### src/bda_pkg.sv
// Package: shared types and constants for the button debouncer with auto-repeat.
package bda_pkg;

    localparam int NUM_BUTTONS = 6;
    localparam int TICK_W      = 16;
    localparam int CFG_IDX_W   = 2;

    localparam logic [TICK_W-1:0] DEBOUNCE_RST     = 16'd5;
    localparam logic [TICK_W-1:0] FIRST_REPEAT_RST = 16'd50;
    localparam logic [TICK_W-1:0] REPEAT_RST       = 16'd10;

    // Configuration register indexes
    localparam logic [CFG_IDX_W-1:0] CFG_DEBOUNCE     = 2'd0;
    localparam logic [CFG_IDX_W-1:0] CFG_FIRST_REPEAT = 2'd1;
    localparam logic [CFG_IDX_W-1:0] CFG_REPEAT       = 2'd2;

    typedef enum logic [2:0] {
        ST_IDLE         = 3'd0,
        ST_PRESS_CAND   = 3'd1,
        ST_RELEASE_CAND = 3'd2,
        ST_WAIT_FIRST   = 3'd3,
        ST_REPEATING    = 3'd4
    } t_lane_state;

    typedef enum logic [1:0] {
        EV_NONE     = 2'd0,
        EV_RELEASED = 2'd1,
        EV_PRESSED  = 2'd2,
        EV_REPEAT   = 2'd3
    } t_event;

    typedef struct packed {
        logic [TICK_W-1:0] stable_ticks;
        logic [TICK_W-1:0] first_repeat_ticks;
        logic [TICK_W-1:0] repeat_ticks;
    } t_cfg;

    typedef struct packed {
        logic up_pressed;
        logic right_pressed;
        logic down_pressed;
        logic left_pressed;
        logic ok_pressed;
        logic cancel_pressed;
    } t_in_req;

    typedef struct packed {
        logic [1:0] up_event;
        logic [1:0] right_event;
        logic [1:0] down_event;
        logic [1:0] left_event;
        logic [1:0] ok_event;
        logic [1:0] cancel_event;
    } t_out_req;

endpackage

### src/bda_lane.sv
// Module: one button's debounce and auto-repeat state machine with its tick counter.
module bda_lane (
    input  logic               i_clk,
    input  logic               i_rst_n,
    input  logic               i_adv,
    input  logic               i_pressed,
    input  bda_pkg::t_cfg      i_cfg,
    output bda_pkg::t_event    o_event
);

    bda_pkg::t_lane_state             r_state;
    bda_pkg::t_lane_state             n_state;
    logic [bda_pkg::TICK_W-1:0]       r_cnt;
    logic [bda_pkg::TICK_W-1:0]       n_cnt;
    logic [bda_pkg::TICK_W-1:0]       w_cnt_inc;
    logic [bda_pkg::TICK_W-1:0]       w_target;
    logic [bda_pkg::TICK_W-1:0]       w_wait;
    logic                             w_hit_debounce;
    logic                             w_hit_wait;
    logic                             w_bounce;

    // Saturating count of this tick
    assign w_cnt_inc = (r_cnt == {bda_pkg::TICK_W{1'b1}}) ? r_cnt
                                                           : r_cnt + 1'b1;
    assign w_target  = i_cfg.stable_ticks - 1'b1;
    assign w_wait    = (r_state == bda_pkg::ST_WAIT_FIRST) ? i_cfg.first_repeat_ticks
                                                           : i_cfg.repeat_ticks;
    assign w_hit_debounce = (w_cnt_inc == w_target);
    assign w_hit_wait     = (w_cnt_inc == w_wait);
    assign w_bounce       = (i_pressed != (r_state == bda_pkg::ST_PRESS_CAND));

    // Next state and counter
    always_comb begin
        n_state = r_state;
        n_cnt   = w_cnt_inc;
        case (r_state)
            bda_pkg::ST_IDLE: begin
                if (i_pressed) begin
                    n_state = bda_pkg::ST_PRESS_CAND;
                    n_cnt   = '0;
                end
            end
            bda_pkg::ST_PRESS_CAND, bda_pkg::ST_RELEASE_CAND: begin
                if (w_bounce) begin
                    n_state = bda_pkg::ST_IDLE;
                    n_cnt   = '0;
                end else if (w_hit_debounce) begin
                    n_state = (r_state == bda_pkg::ST_RELEASE_CAND) ? bda_pkg::ST_IDLE
                                                                    : bda_pkg::ST_WAIT_FIRST;
                    n_cnt   = '0;
                end
            end
            bda_pkg::ST_WAIT_FIRST, bda_pkg::ST_REPEATING: begin
                if (!i_pressed) begin
                    n_state = bda_pkg::ST_RELEASE_CAND;
                    n_cnt   = '0;
                end else if (w_hit_wait) begin
                    n_state = bda_pkg::ST_REPEATING;
                    n_cnt   = '0;
                end
            end
            default: begin
                n_state = r_state;
            end
        endcase
    end

    // Event of this tick
    always_comb begin
        o_event = bda_pkg::EV_NONE;
        case (r_state)
            bda_pkg::ST_PRESS_CAND: begin
                if (!w_bounce && w_hit_debounce) begin
                    o_event = bda_pkg::EV_PRESSED;
                end
            end
            bda_pkg::ST_RELEASE_CAND: begin
                if (!w_bounce && w_hit_debounce) begin
                    o_event = bda_pkg::EV_RELEASED;
                end
            end
            bda_pkg::ST_WAIT_FIRST, bda_pkg::ST_REPEATING: begin
                if (i_pressed && w_hit_wait) begin
                    o_event = bda_pkg::EV_REPEAT;
                end
            end
            default: begin
                o_event = bda_pkg::EV_NONE;
            end
        endcase
    end

    always_ff @(posedge i_clk) begin
        if (!i_rst_n) begin
            r_state <= bda_pkg::ST_IDLE;
            r_cnt   <= '0;
        end else if (i_adv) begin
            r_state <= n_state;
            r_cnt   <= n_cnt;
        end
    end

endmodule

### src/button_debounce_autorepeat.sv
// Module: top level of the six-button debouncer with auto-repeat.
//
// Usage: each input request is one polling tick carrying the raw pressed level
// of six buttons (up, right, down, left, ok, cancel). The input channel takes a
// request at a clock edge where i_in_valid is high and o_in_stall is low.
// Every tick yields exactly one output request: six 2-bit event codes
// (none, released, pressed, repeat), one per button, in the same order.
// The result of an accepted tick is registered in the output or skid register.
// Throughput: one tick per cycle while o_in_stall is low. Each button's state
// and tick counter update in the same cycle the tick is accepted; the path is
// one saturating increment, a 16-bit compare and the next-state select.
// Back-pressure: an output register and a skid register sit on the result
// side. o_in_stall rises only when both hold results, so a tick is still
// taken on the cycle the receiver first stalls; held results never change.
// Reset (i_rst_n low, synchronous): every button returns to idle with a zero
// counter, the result buffers empty, and the registers take their defaults
// (debounce 5, first repeat 50, repeat 10). Write registers through
// i_cfg_we / i_cfg_idx / i_cfg_data only while the block is idle; index 3
// is ignored.
module button_debounce_autorepeat (
    input  logic                              i_clk,
    input  logic                              i_rst_n,
    input  logic                              i_in_valid,
    output logic                              o_in_stall,
    input  bda_pkg::t_in_req                  i_in_req,
    output logic                              o_out_valid,
    input  logic                              i_out_stall,
    output bda_pkg::t_out_req                 o_out_req,
    input  logic                              i_cfg_we,
    input  logic [bda_pkg::CFG_IDX_W-1:0]     i_cfg_idx,
    input  logic [bda_pkg::TICK_W-1:0]        i_cfg_data
);

    bda_pkg::t_cfg                     r_cfg;
    logic [bda_pkg::NUM_BUTTONS-1:0]   w_pressed;
    bda_pkg::t_event                   w_event [bda_pkg::NUM_BUTTONS];
    bda_pkg::t_out_req                 w_result;
    logic                              w_in_take;
    logic                              w_out_free;

    logic                              r_out_valid;
    bda_pkg::t_out_req                 r_out;
    logic                              r_skid_valid;
    bda_pkg::t_out_req                 r_skid;

    // Configuration registers: drop writes to unused indexes
    always_ff @(posedge i_clk) begin
        if (!i_rst_n) begin
            r_cfg.stable_ticks       <= bda_pkg::DEBOUNCE_RST;
            r_cfg.first_repeat_ticks <= bda_pkg::FIRST_REPEAT_RST;
            r_cfg.repeat_ticks       <= bda_pkg::REPEAT_RST;
        end else if (i_cfg_we) begin
            case (i_cfg_idx)
                bda_pkg::CFG_DEBOUNCE:     r_cfg.stable_ticks       <= i_cfg_data;
                bda_pkg::CFG_FIRST_REPEAT: r_cfg.first_repeat_ticks <= i_cfg_data;
                bda_pkg::CFG_REPEAT:       r_cfg.repeat_ticks       <= i_cfg_data;
                default: begin
                end
            endcase
        end
    end

    // Stall only when both result slots are occupied
    assign o_in_stall = r_skid_valid;
    assign w_in_take  = i_in_valid && !r_skid_valid;
    assign w_out_free = !r_out_valid || !i_out_stall;

    // Button 0 is up, button 5 is cancel
    assign w_pressed = {i_in_req.cancel_pressed, i_in_req.ok_pressed,
                        i_in_req.left_pressed,   i_in_req.down_pressed,
                        i_in_req.right_pressed,  i_in_req.up_pressed};

    // One state machine per button; advance all of them on each accepted tick
    for (genvar g = 0; g < bda_pkg::NUM_BUTTONS; g++) begin : g_lane
        bda_lane u_lane (
            .i_clk     (i_clk),
            .i_rst_n   (i_rst_n),
            .i_adv     (w_in_take),
            .i_pressed (w_pressed[g]),
            .i_cfg     (r_cfg),
            .o_event   (w_event[g])
        );
    end

    assign w_result.up_event     = 2'(w_event[0]);
    assign w_result.right_event  = 2'(w_event[1]);
    assign w_result.down_event   = 2'(w_event[2]);
    assign w_result.left_event   = 2'(w_event[3]);
    assign w_result.ok_event     = 2'(w_event[4]);
    assign w_result.cancel_event = 2'(w_event[5]);

    // Result side: output register backed by one skid register
    always_ff @(posedge i_clk) begin
        if (!i_rst_n) begin
            r_out_valid  <= 1'b0;
            r_skid_valid <= 1'b0;
        end else if (w_out_free) begin
            if (r_skid_valid) begin
                r_out_valid  <= 1'b1;
                r_skid_valid <= 1'b0;
            end else begin
                r_out_valid  <= w_in_take;
            end
        end else if (w_in_take) begin
            r_skid_valid <= 1'b1;
        end
    end

    always_ff @(posedge i_clk) begin
        if (w_out_free) begin
            if (r_skid_valid) begin
                r_out <= r_skid;
            end else if (w_in_take) begin
                r_out <= w_result;
            end
        end else if (w_in_take) begin
            r_skid <= w_result;
        end
    end

    assign o_out_valid = r_out_valid;
    assign o_out_req   = r_out;

endmodule

### config.mk
export PLATFORM = sky130hd
export DESIGN_NAME = button_debounce_autorepeat
export DESIGN_NICKNAME = d
export VERILOG_FILES = /design/src/bda_pkg.sv /design/src/bda_lane.sv /design/src/button_debounce_autorepeat.sv
export SDC_FILE = /design/constraint.sdc
export NUM_CORES = 1
export LEC_CHECK = 0
export ABC_CLOCK_PERIOD_IN_PS = 4000
export BUFFER_PORTS_ARGS = -buffer_cell sky130_fd_sc_hd__buf_4
export CORE_UTILIZATION = 59
export DETAILED_ROUTE_END_ITERATION = 6
export PLACE_DENSITY = 0.79
export SLEW_MARGIN = 20
export SYNTH_ARGS = -nofsm -noshare
export SYNTH_HDL_FRONTEND = slang
export SYNTH_HIERARCHICAL = 1
export SYNTH_SLANG_ARGS = --single-unit
### constraint.sdc
create_clock -name i_clk -period 4 [get_ports i_clk]
set_input_delay 0.6 -clock i_clk [delete_from_list [all_inputs] [get_ports i_clk]]
set_output_delay 0.6 -clock i_clk [all_outputs]
set_load 0.1 [all_outputs]
# Word-level counts from Yosys, hierarchy flattened
# Cells that the tools add are included.
[op_classes]
muxes = 117
eq_ne = 68
n_bitwise = 2
n_addsub = 7
n_reduce_logical = 61
[op_table]
columns = ["op", "n"]
rows = [
  ["$mux W16", 42],
  ["$pmux W16 S3", 6],
  ["$eq A16 B16 Y1", 12],
  ["$add A16 B1 Y16 const B", 6],
  ["$eq A16 B16 Y1 const B", 6],
  ["$mux W3", 30],
  ["$pmux W3 S3", 6],
  ["$eq A3 B2 Y1 const B", 12],
  ["$mux W2", 18],
  ["$pmux W2 S3", 6],
  ["$reduce_and A5 Y1", 6],
  ["$reduce_or A2 Y1", 13],
  ["$mux W12", 2],
  ["$eq A3 B1 Y1 const B", 6],
  ["$eq A3 B3 Y1 const B", 6],
  ["$logic_not A3 Y1", 6],
  ["$ne A3 B1 Y1 const B", 6],
  ["$ne A3 B2 Y1 const B", 6],
  ["$reduce_bool A3 Y1", 6],
  ["$sub A16 B1 Y16 const B", 1],
  ["$logic_and A1 B1 Y1", 13],
  ["$ne A2 B2 Y1 const B", 6],
  ["$reduce_and A2 Y1", 5],
  ["$logic_not A1 Y1", 9],
  ["other kinds (8)", 20],
]
[totals]
inputBits = 29
regBits = 188
wordCells = 284
output_inout_bits = 14

# Depth between registers and ports, before layout
# Gate-level depths: netlist of the first run.
[logic_depth]
word_depth = 8
depth_mapped = 15
mapped_depth_nobuf = 14

# Modules after synthesis
# The synthesis of the first run kept the hierarchy.
[by_module_without_submodules]
columns = ["mod", "seq_area_each_um2", "area_each_um2", "cells_each", "n_inst"]
rows = [
  ["bda_lane (g_lane[0].u_lane ...)", 380.4, 2847.7, 369, 3],
  ["bda_lane (g_lane[3].u_lane ...)", 380.4, 2587.5, 346, 2],
  ["button_debounce_autorepeat", 1721.7, 2788.9, 229, 1],
  ["bda_lane (g_lane[5].u_lane)", 380.4, 2369.8, 326, 1],
]

# Worst setup path after synthesis of the first run
# Ideal clock, no wire load.
[synth_timing]
path_type = "register to register"
start = "reg r_cfg[38] (netlist bit)"
end = "reg g_lane[5].u_lane/r_cnt[6] (netlist bit)"
stages_incl_launch_ff = 14
setup_time_ps = 124
n_path_buf = 2
period_less_slack_ps = 3741
t_arrival_ps = 3617
required_ps = 3876
setup_slack_ps = 259
path_cell_list = "dfxtp_1 > or4_1 > or3_1 > clkbuf_2 > or3b_1 > o2bb2a_4 > nor3_1 > or4b_4 > nor3_2 > a22o_2 > o221ai_4 > nand3_2 > buf_6 > o22ai_1"
[synth_between]
elab_chain_cells = 5
[synth_rtl]
columns = ["item", "line_no", "text"]
rows = [
  ["from (decl)", "button_debounce_autorepeat.sv:34", "bda_pkg::t_cfg r_cfg;"],
  ["$sub A16 B1 Y16", "bda_lane.sv:25", "assign w_target = i_cfg.stable_ticks - 1'b1;"],
  ["$eq A16 B16 Y1", "bda_lane.sv:28", "assign w_hit_debounce = (w_cnt_inc == w_target);"],
  ["$mux W16", "bda_lane.sv:47", "end else if (w_hit_debounce) begin"],
  ["$mux W16", "bda_lane.sv:44", "if (w_bounce) begin"],
  ["$pmux W16 S3", "bda_lane.sv:36", "case (r_state)"],
  ["to (signal assigned)", "bda_lane.sv:99", "r_cnt <= n_cnt;"],
  ["to (decl)", "bda_lane.sv:13", "logic [bda_pkg::TICK_W-1:0] r_cnt;"],
]
# No other way between the ends.
# A chain may end at the register's enable or synchronous reset.

# Final worst setup path of the first run
[layout_timing]
start = "reg g_lane[2].u_lane/r_cnt[0] (netlist bit)"
end = "reg g_lane[2].u_lane/r_cnt[13] (netlist bit)"
[layout_between]
elab_chain_cells = 6
elab_cells_between_ends = 11
classes_between = "add/sub: 1; eq/ne: 3; mux: 7"
[layout_rtl]
columns = ["item", "line_no", "text"]
rows = [
  ["from (decl)", "bda_lane.sv:13", ""],
  ["from (signal assigned)", "bda_lane.sv:99", ""],
  ["$add A16 B1 Y16 or $eq A16 B16 Y1 (tied branches)", "bda_lane.sv:24, bda_lane.sv:23", ""],
  ["$mux W16 *", "bda_lane.sv:23", "assign w_cnt_inc = (r_cnt == {bda_pkg::TICK_W{1'b1}}) ? r_cnt"],
  ["$eq A16 B16 Y1, on equally long branches", "bda_lane.sv:29, bda_lane.sv:28", ""],
  ["$mux W16, on equally long branches", "bda_lane.sv:57, bda_lane.sv:47", ""],
  ["$mux W16, on equally long branches", "bda_lane.sv:54, bda_lane.sv:44", ""],
  ["$pmux W16 S3 *", "bda_lane.sv:36", ""],
]
# Mark *: on every way between the ends. The rest lies on a longest branch, timed or not.

==> flow_metrics.env, run 1 <==
export IMPL_status="finished with violations"
export IMPL_violations="DRC"
export IMPL_hold_path_class="primary input to register"
export IMPL_total_power_mw=4.796
export IMPL_first_global_vias=17370
export IMPL_hold_violations=0
export IMPL_cts_hold_fix_buffers=0
export IMPL_top_level_ports=43
export IMPL_final_cell_mix="nand2_1, buf_4, xnor2_1, dfxtp_1, mux2i_1"
export IMPL_place_ws_ns=0.1085
export IMPL_nNetsFinal=2456
export IMPL_drtAntennaViolNets=0
export IMPL_chipHeight_um=180.9
export IMPL_initial_utilization=0.5982
export IMPL_avgSynthCellArea_um2=8.019
export IMPL_ys_seq_elements=188
export IMPL_slowest_delay_ns=0.68
export IMPL_powerDensity_nw_per_um2=229.8
export IMPL_n_antenna_cell=0
export IMPL_numPortBuffers=42
export IMPL_fin_setup_tns_ns=0
export IMPL_gp_congestion=0.9865
export IMPL_async_reset_ff_frac=0
export IMPL_vias_per_cell=6.724
export IMPL_wl_per_cell_um=21.73
export IMPL_drt_iter0_drc=1884
export IMPL_clk_latency_ns=0.47
export IMPL_worstPathRequired_ns=4.36
export IMPL_track_usage=0.3677
export IMPL_grt_overflow=0
export IMPL_critPathKind="register to register"
export IMPL_fin_ws_ns=0.1174
export IMPL_die_x_um=180.9
export IMPL_fp_row_count=65
export IMPL_worst_pin_slew_ns=1.101
export IMPL_path_cells="ha_1 -> nand4_4 -> nor2_4 -> nor2_1 -> a31oi_1 -> o221ai_1 -> a2111o_1 -> or4_1 -> a21oi_1 -> o211a_1 -> buf_12 -> o21ai_1 -> and3b_1"
export IMPL_cts_buffers=17
export IMPL_slowest_stage="or4_1"
export IMPL_synth_edff_count=24
export IMPL_num_vias=19030
export IMPL_ys_types=97
export IMPL_tritoncts="built"
export IMPL_maxCapViolCount=0
export IMPL_switchingPower_mw=1.560
export IMPL_maxSlewViolCount=0
export IMPL_nFillCells=2630
export IMPL_finalCritPeriodShare=0.9706
export IMPL_first_pass_iters=7
export IMPL_combPwrFrac=0.204
export IMPL_endpoint_kind="register"
export IMPL_cp_data_arrival_time_ns=4.24
export IMPL_leakagePower_nw=8.308
export IMPL_ys_warn_count=6
export IMPL_drive_gt1_frac=0.1623
export IMPL_yosysSeqAreaShare=0.2121
export IMPL_syn2layout_area_growth_pct=10.56
export IMPL_placed_cell_area_um2=20170
export IMPL_fmax_mhz=257.6
export IMPL_clockBufferDepth=2
export IMPL_fin_crit_ns=3.883
export IMPL_power_frac_clock=0.371
export IMPL_stdcell_area_um2=20870
export IMPL_clkTransAtPathRegs_ns=0.08
export IMPL_finClkSkew_ns=0.01521
export IMPL_syn_inst=2354
export IMPL_final_core_util=0.6614
export IMPL_cts_sinks=188
export IMPL_start_kind="register"
export IMPL_maxSlewHeadroom=0.2651
export IMPL_die_area_um2=32710
export IMPL_p_int_mw=3.237
export IMPL_final_common_cell="nand2_1"
export IMPL_grt_antenna_before_repair=0
export IMPL_totalWireLength_um=61490
export IMPL_cts_root_buf="clkbuf_16"
export IMPL_hpwl_um=44850
export IMPL_irDropWorstVdd_mv=0.3480
export IMPL_netSwitchingFraction=0.3252
export IMPL_grt_pass1_wl_um=95620
export IMPL_core_um2=31560
export IMPL_remaining_drc_errors=1
export IMPL_mappedNetlistArea_um2=18880
export IMPL_syn_num_nets=2395
export IMPL_setup_viol=0
export IMPL_synth_ff_type="dfxtp_1"
export IMPL_cp_max_fo=13
export IMPL_h_tree_depth=4
export IMPL_seqPwrFrac=0.426
export IMPL_grt_max_degree=100
==> per-stage QoR <==
stage | instances | hold WS (ns)
final | 2830 | 0.4213
after floorplan | 2354 | 0.4528
after global placement | 2792 | 0.4720
after detailed placement | 2792 | 0.4954
after CTS | 2824 | 0.4096
after global routing | 2830 | 0.4311
==> final timing paths <==
path | startpoint | endpoint | slack (ns) | cells past startpoint
worst max-delay path | g_lane[2].u_lane/r_cnt[0] | g_lane[2].u_lane/r_cnt[13] | 0.12 | 13
worst min-delay path | i_out_stall | o_in_stall | 0.42 | 3
worst min register to register | g_lane[5].u_lane/r_cnt[15] | g_lane[5].u_lane/r_cnt[15] | 0.51 | 2
worst max register to register | g_lane[2].u_lane/r_cnt[0] | g_lane[2].u_lane/r_cnt[13] | 0.12 | 13
==> power groups by stage <==
stage	combinational (mW)	clock (mW)	sequential, mW
CTS	0.950	1.81	2.03
finish	0.977	1.78	2.04
floorplan	0.614	0	2.11
global placement	0.924	0	2.07
global route	1.04	1.89	2.04
detailed placement	0.946	0	2.08
==> cell type report <==
type	instances	area, um2	share of cell area
Inverter	71	266.5	0.01277
Sequential cell	188	4011	0.1922
Tap cell	402	503.0	0.02410
Clock inverter	15	171.4	0.008213
Clock buffer	17	425.4	0.02038
Multi-Input combinational cell	1931	13830	0.6628
Timing Repair Buffer	206	1659	0.07950
==> cell usage after synthesis, types with 13 or more instances <==
cell / n / area, um2
a21o_1: 19 / 142.6
a21oi_1: 117 / 585.6
a31o_1: 15 / 131.4
a31oi_1: 19 / 118.9
and2_1: 22 / 137.6
and3_1: 31 / 193.9
and4_1: 14 / 122.6
buf_2: 62 / 310.3
buf_4: 27 / 202.7
clkbuf_1: 68 / 255.2
dfxtp_1: 164 / 3283
edfxtp_1: 24 / 720.7
inv_1: 71 / 266.5
mux2_2: 25 / 281.5
mux2i_1: 156 / 1562
nand2_1: 228 / 855.8
nand2b_1: 33 / 206.5
nand3_1: 84 / 420.4
nand3b_1: 19 / 142.6
nand4_1: 82 / 513.0
nor2_1: 92 / 345.3
nor2b_1: 38 / 237.7
nor3_1: 72 / 360.4
nor3b_1: 13 / 97.59
nor4_1: 40 / 250.2
nor4_2: 13 / 162.7
nor4b_1: 14 / 122.6
o211ai_1: 32 / 240.2
o21a_1: 34 / 255.2
o21ai_0: 83 / 415.4
o21ai_1: 29 / 145.1
o22ai_1: 23 / 143.9
or3_1: 21 / 131.4
or4_1: 24 / 180.2
xnor2_1: 191 / 1673
xor2_1: 95 / 832.1
==> flip-flops by register name (all words and copies together), names as in the netlist <==
signal / cells
g_lane.u_lane/r_cnt: 96
g_lane.u_lane/r_state: 18
o_in_stall: 1
o_out_req: 12
o_out_valid: 1
r_cfg: 48
r_skid: 12
==> logic make-up (layout without fill, tap and decap cells) <==
kind of cell / Yosys count / after routing / synth area share
flip-flops: 188 / 188 / 0.2121
adder cells (fa/ha/maj): 12 / 12 / 0.007954
XOR/XNOR: 296 / 296 / 0.1448
AND/OR/NAND/NOR: 948 / 948 / 0.3027
AO/OA/AOI/OAI: 494 / 494 / 0.1766
multiplexers: 181 / 181 / 0.09763
buffers and inverters: 235 / 309 / 0.05826
==> timing repair <==
item / CTS / global route
buffers inserted: 0 / 4
setup endpoints to repair: 0 / 77
resized for setup: 0 / 17
==> per-layer routing <==
layer	vias to the layer above	wire, um	GRT usage
li1	8798	-	-
met1	9007	25460	0.4891
met2	1062	27470	0.5819
met3	161	6225	0.07458
met4	0	2326	0.1443
met5	-	0	0
==> worst max-delay path: cells and delay by family, from the launching register on <==
kind	cells	cell delay, ns
AOI/OAI and AO/OA	6	1.51
and+or+nand+nor	5	1.35
adders and majority gates	1	0.38
DFF	1	0.34
buffers and inverters	1	0.18
No activity file was read; power rests on OpenSTA's default activity.
==> run 2, diff against run 1 <==
- CORE_UTILIZATION: 59 -> 60
- CTS_BUF_LIST: unset -> sky130_fd_sc_hd__clkbuf_4 sky130_fd_sc_hd__clkbuf_8
- PLACE_DENSITY: 0.79 -> 0.8
==> run 2 against run 1 <==
Net effect:
- the run still ends with DRC left
- worst setup slack lost 0.0023 ns
- die area shrank 1.6%
- critical path depth shrank 2
- sequential power is essentially flat
- clock power shrank 25%
- sequential cell count is the same
==> flow_metrics.env, run 2 (synthesis gave the netlist of run 1 again) <==
export IMPL_status="finished with violations"
export IMPL_violations="DRC"
export IMPL_final_cell_mix="nand2_1, xnor2_1, buf_4, mux2i_1, dfxtp_1"
export IMPL_hold_depth=3
export IMPL_wl_per_cell_um=21.80
export IMPL_finalCritPeriodShare=0.9712
export IMPL_finClkSkew_ns=0.02440
export IMPL_drtAntennaViolNets=0
export IMPL_worst_pin_slew_ns=1.127
export IMPL_hold_path_class="primary input to register"
export IMPL_die_area_um2=32180
export IMPL_min_from="i_cfg_data[1]"
export IMPL_grt_antenna_before_repair=0
export IMPL_critPathTopFamily="simple AND/OR/NAND/NOR gates"
export IMPL_grt_max_degree=99
export IMPL_powerDensity_nw_per_um2=213.5
export IMPL_syn2layout_area_growth_pct=8.080
export IMPL_hpwl_um=44060
export IMPL_tritoncts="built"
export IMPL_r2r_slack_ns=0.12
export IMPL_nFillCells=2626
export IMPL_largest_register="g_lane.u_lane/r_cnt"
export IMPL_clockBufferDepth=2
export IMPL_largest_reg_flops=96
export IMPL_multi_input_area_um2=13840
export IMPL_vias_per_cell=6.799
export IMPL_setup_viol=0
export IMPL_track_usage=0.3740
export IMPL_core_um2=30750
export IMPL_worstPathRequired_ns=4.41
export IMPL_fmax_mhz=257.4
export IMPL_cp_data_arrival_time_ns=4.29
export IMPL_final_core_util=0.6635
export IMPL_top_regs="g_lane.u_lane/r_cnt x96, r_cfg x48, g_lane.u_lane/r_state x18"
export IMPL_nNetsFinal=2425
export IMPL_cts_sinks=188
export IMPL_min_to="r_cfg[33]"
export IMPL_dp_cells=2758
export IMPL_route_met3_wl_um=6665
export IMPL_clk_latency_ns=0.53
export IMPL_totalWireLength_um=60880
export IMPL_hold_violations=0
export IMPL_r2r_start="r_cfg[38]"
export IMPL_n_antenna_cell=0
export IMPL_fin_crit_ns=3.885
export IMPL_first_pass_iters=7
export IMPL_critPathKind="register to register"
export IMPL_remaining_drc_errors=23
export IMPL_die_x_um=179.4
export IMPL_fp_row_count=64
export IMPL_endpoint_kind="register"
export IMPL_gp_congestion=0.9655
export IMPL_final_cells=2793
export IMPL_cts_root_buf="clkbuf_8"
export IMPL_dr_wl_met2_um=26260
export IMPL_r2r_end="g_lane[5].u_lane/r_cnt[1]"
export IMPL_seqCellArea_um2=4019
export IMPL_total_power_mw=4.356
export IMPL_drt_iter0_drc=2309
export IMPL_met1_length_um=25110
export IMPL_numPortBuffers=42
export IMPL_chipHeight_um=179.4
export IMPL_start_kind="register"
export IMPL_maxUsedRoutingLayer="met4"
export IMPL_leakagePower_nw=8.066
export IMPL_critPathBufInv=0
export IMPL_drive_gt1_frac=0.1548
export IMPL_grt_pass1_wl_um=93480
export IMPL_maxSlewViolCount=0
export IMPL_cp_max_fo=8
export IMPL_slowest_delay_ns=0.62
export IMPL_r2r_cells=11
export IMPL_fin_setup_tns_ns=0
export IMPL_h_tree_depth=4
export IMPL_slowest_stage="or4_1"
export IMPL_cp_startpoint="r_cfg[38]"
export IMPL_initial_utilization=0.6139
export IMPL_num_vias=18990
export IMPL_first_global_vias=16920
export IMPL_irDropWorstVdd_mv=0.2455
export IMPL_top_level_ports=43
export IMPL_clkTransAtPathRegs_ns=0.12
export IMPL_maxSlewHeadroom=0.2476
export IMPL_path_cells="or4_1 -> or3_1 -> or3b_1 -> o2bb2a_4 -> nor3_1 -> or4b_4 -> nor3_2 -> a22o_2 -> o221ai_4 -> a41oi_1 -> o21ai_1"
export IMPL_maxCapViolCount=0
export IMPL_grt_overflow=0
export IMPL_final_common_cell="nand2_1"
export IMPL_cts_buffers=17
==> run 2: area by class of cell <==
type | instances | area share
clock buffer | 18 | 0.01214
clock inverter | 14 | 0.007298
multi-input combinational | 1931 | 0.6782
sequential | 188 | 0.1970
inverter | 71 | 0.01306
tap | 396 | 0.02429
timing repair buffer | 175 | 0.06807
==> run 2: worst register-to-register path: stages, from the launching register on <==
cell	delay [ns]
dfxtp_1	0.48
or4_1	0.63
or3_1	0.41
or3b_1	0.40
o2bb2a_4	0.20
nor3_1	0.04
or4b_4	0.59
nor3_2	0.26
a22o_2	0.22
o221ai_4	0.18
a41oi_1	0.28
o21ai_1	0.09
==> run 2: layer usage <==
layer | GRT usage | vias to the layer above
met5 | 0 | -
met4 | 0.1565 | 0
met3 | 0.08312 | 213
met2 | 0.5729 | 1079
met1 | 0.5044 | 8955
li1 | - | 8742
==> run 2: power breakdown <==
part / switching, mW / internal (mW) / leakage, nW
Combinational: 0.584 / 0.389 / 6.29
Sequential: 0.100 / 1.95 / 1.57
Clock: 0.847 / 0.486 / 0.203
==> run 2: stage by stage <==
step | worst slack (ns) | hold WS, ns | instance area, um2
2_1_floorplan | 0.2589 | 0.4528 | 18880
3_3_place_gp | 0.2713 | 0.4705 | 19910
3_5_place_dp | 0.1775 | 0.4759 | 19910
4_1_cts | 0.1342 | 0.3380 | 20310
5_1_grt | -0.03070 | 0.3529 | 20400
6_report | 0.1151 | 0.3629 | 20400
==> run 2: worst max-delay path by stage <==
stage	end	slack, ns	cells past startpoint
after floorplan	g_lane[5].u_lane/r_cnt[6]	0.26	13
after global placement	g_lane[0].u_lane/r_cnt[13]	0.27	13
after detailed placement	g_lane[2].u_lane/r_state[0]	0.18	12
after CTS	g_lane[2].u_lane/r_state[0]	0.13	12
after global routing	g_lane[0].u_lane/r_cnt[13]	-0.03	12
final	g_lane[5].u_lane/r_cnt[1]	0.12	11
==> run 2: timing repair <==
item	CTS	global route
setup endpoints to repair	0	79
hold buffers	0	0
gates resized for setup	0	25
setup buffers	0	2
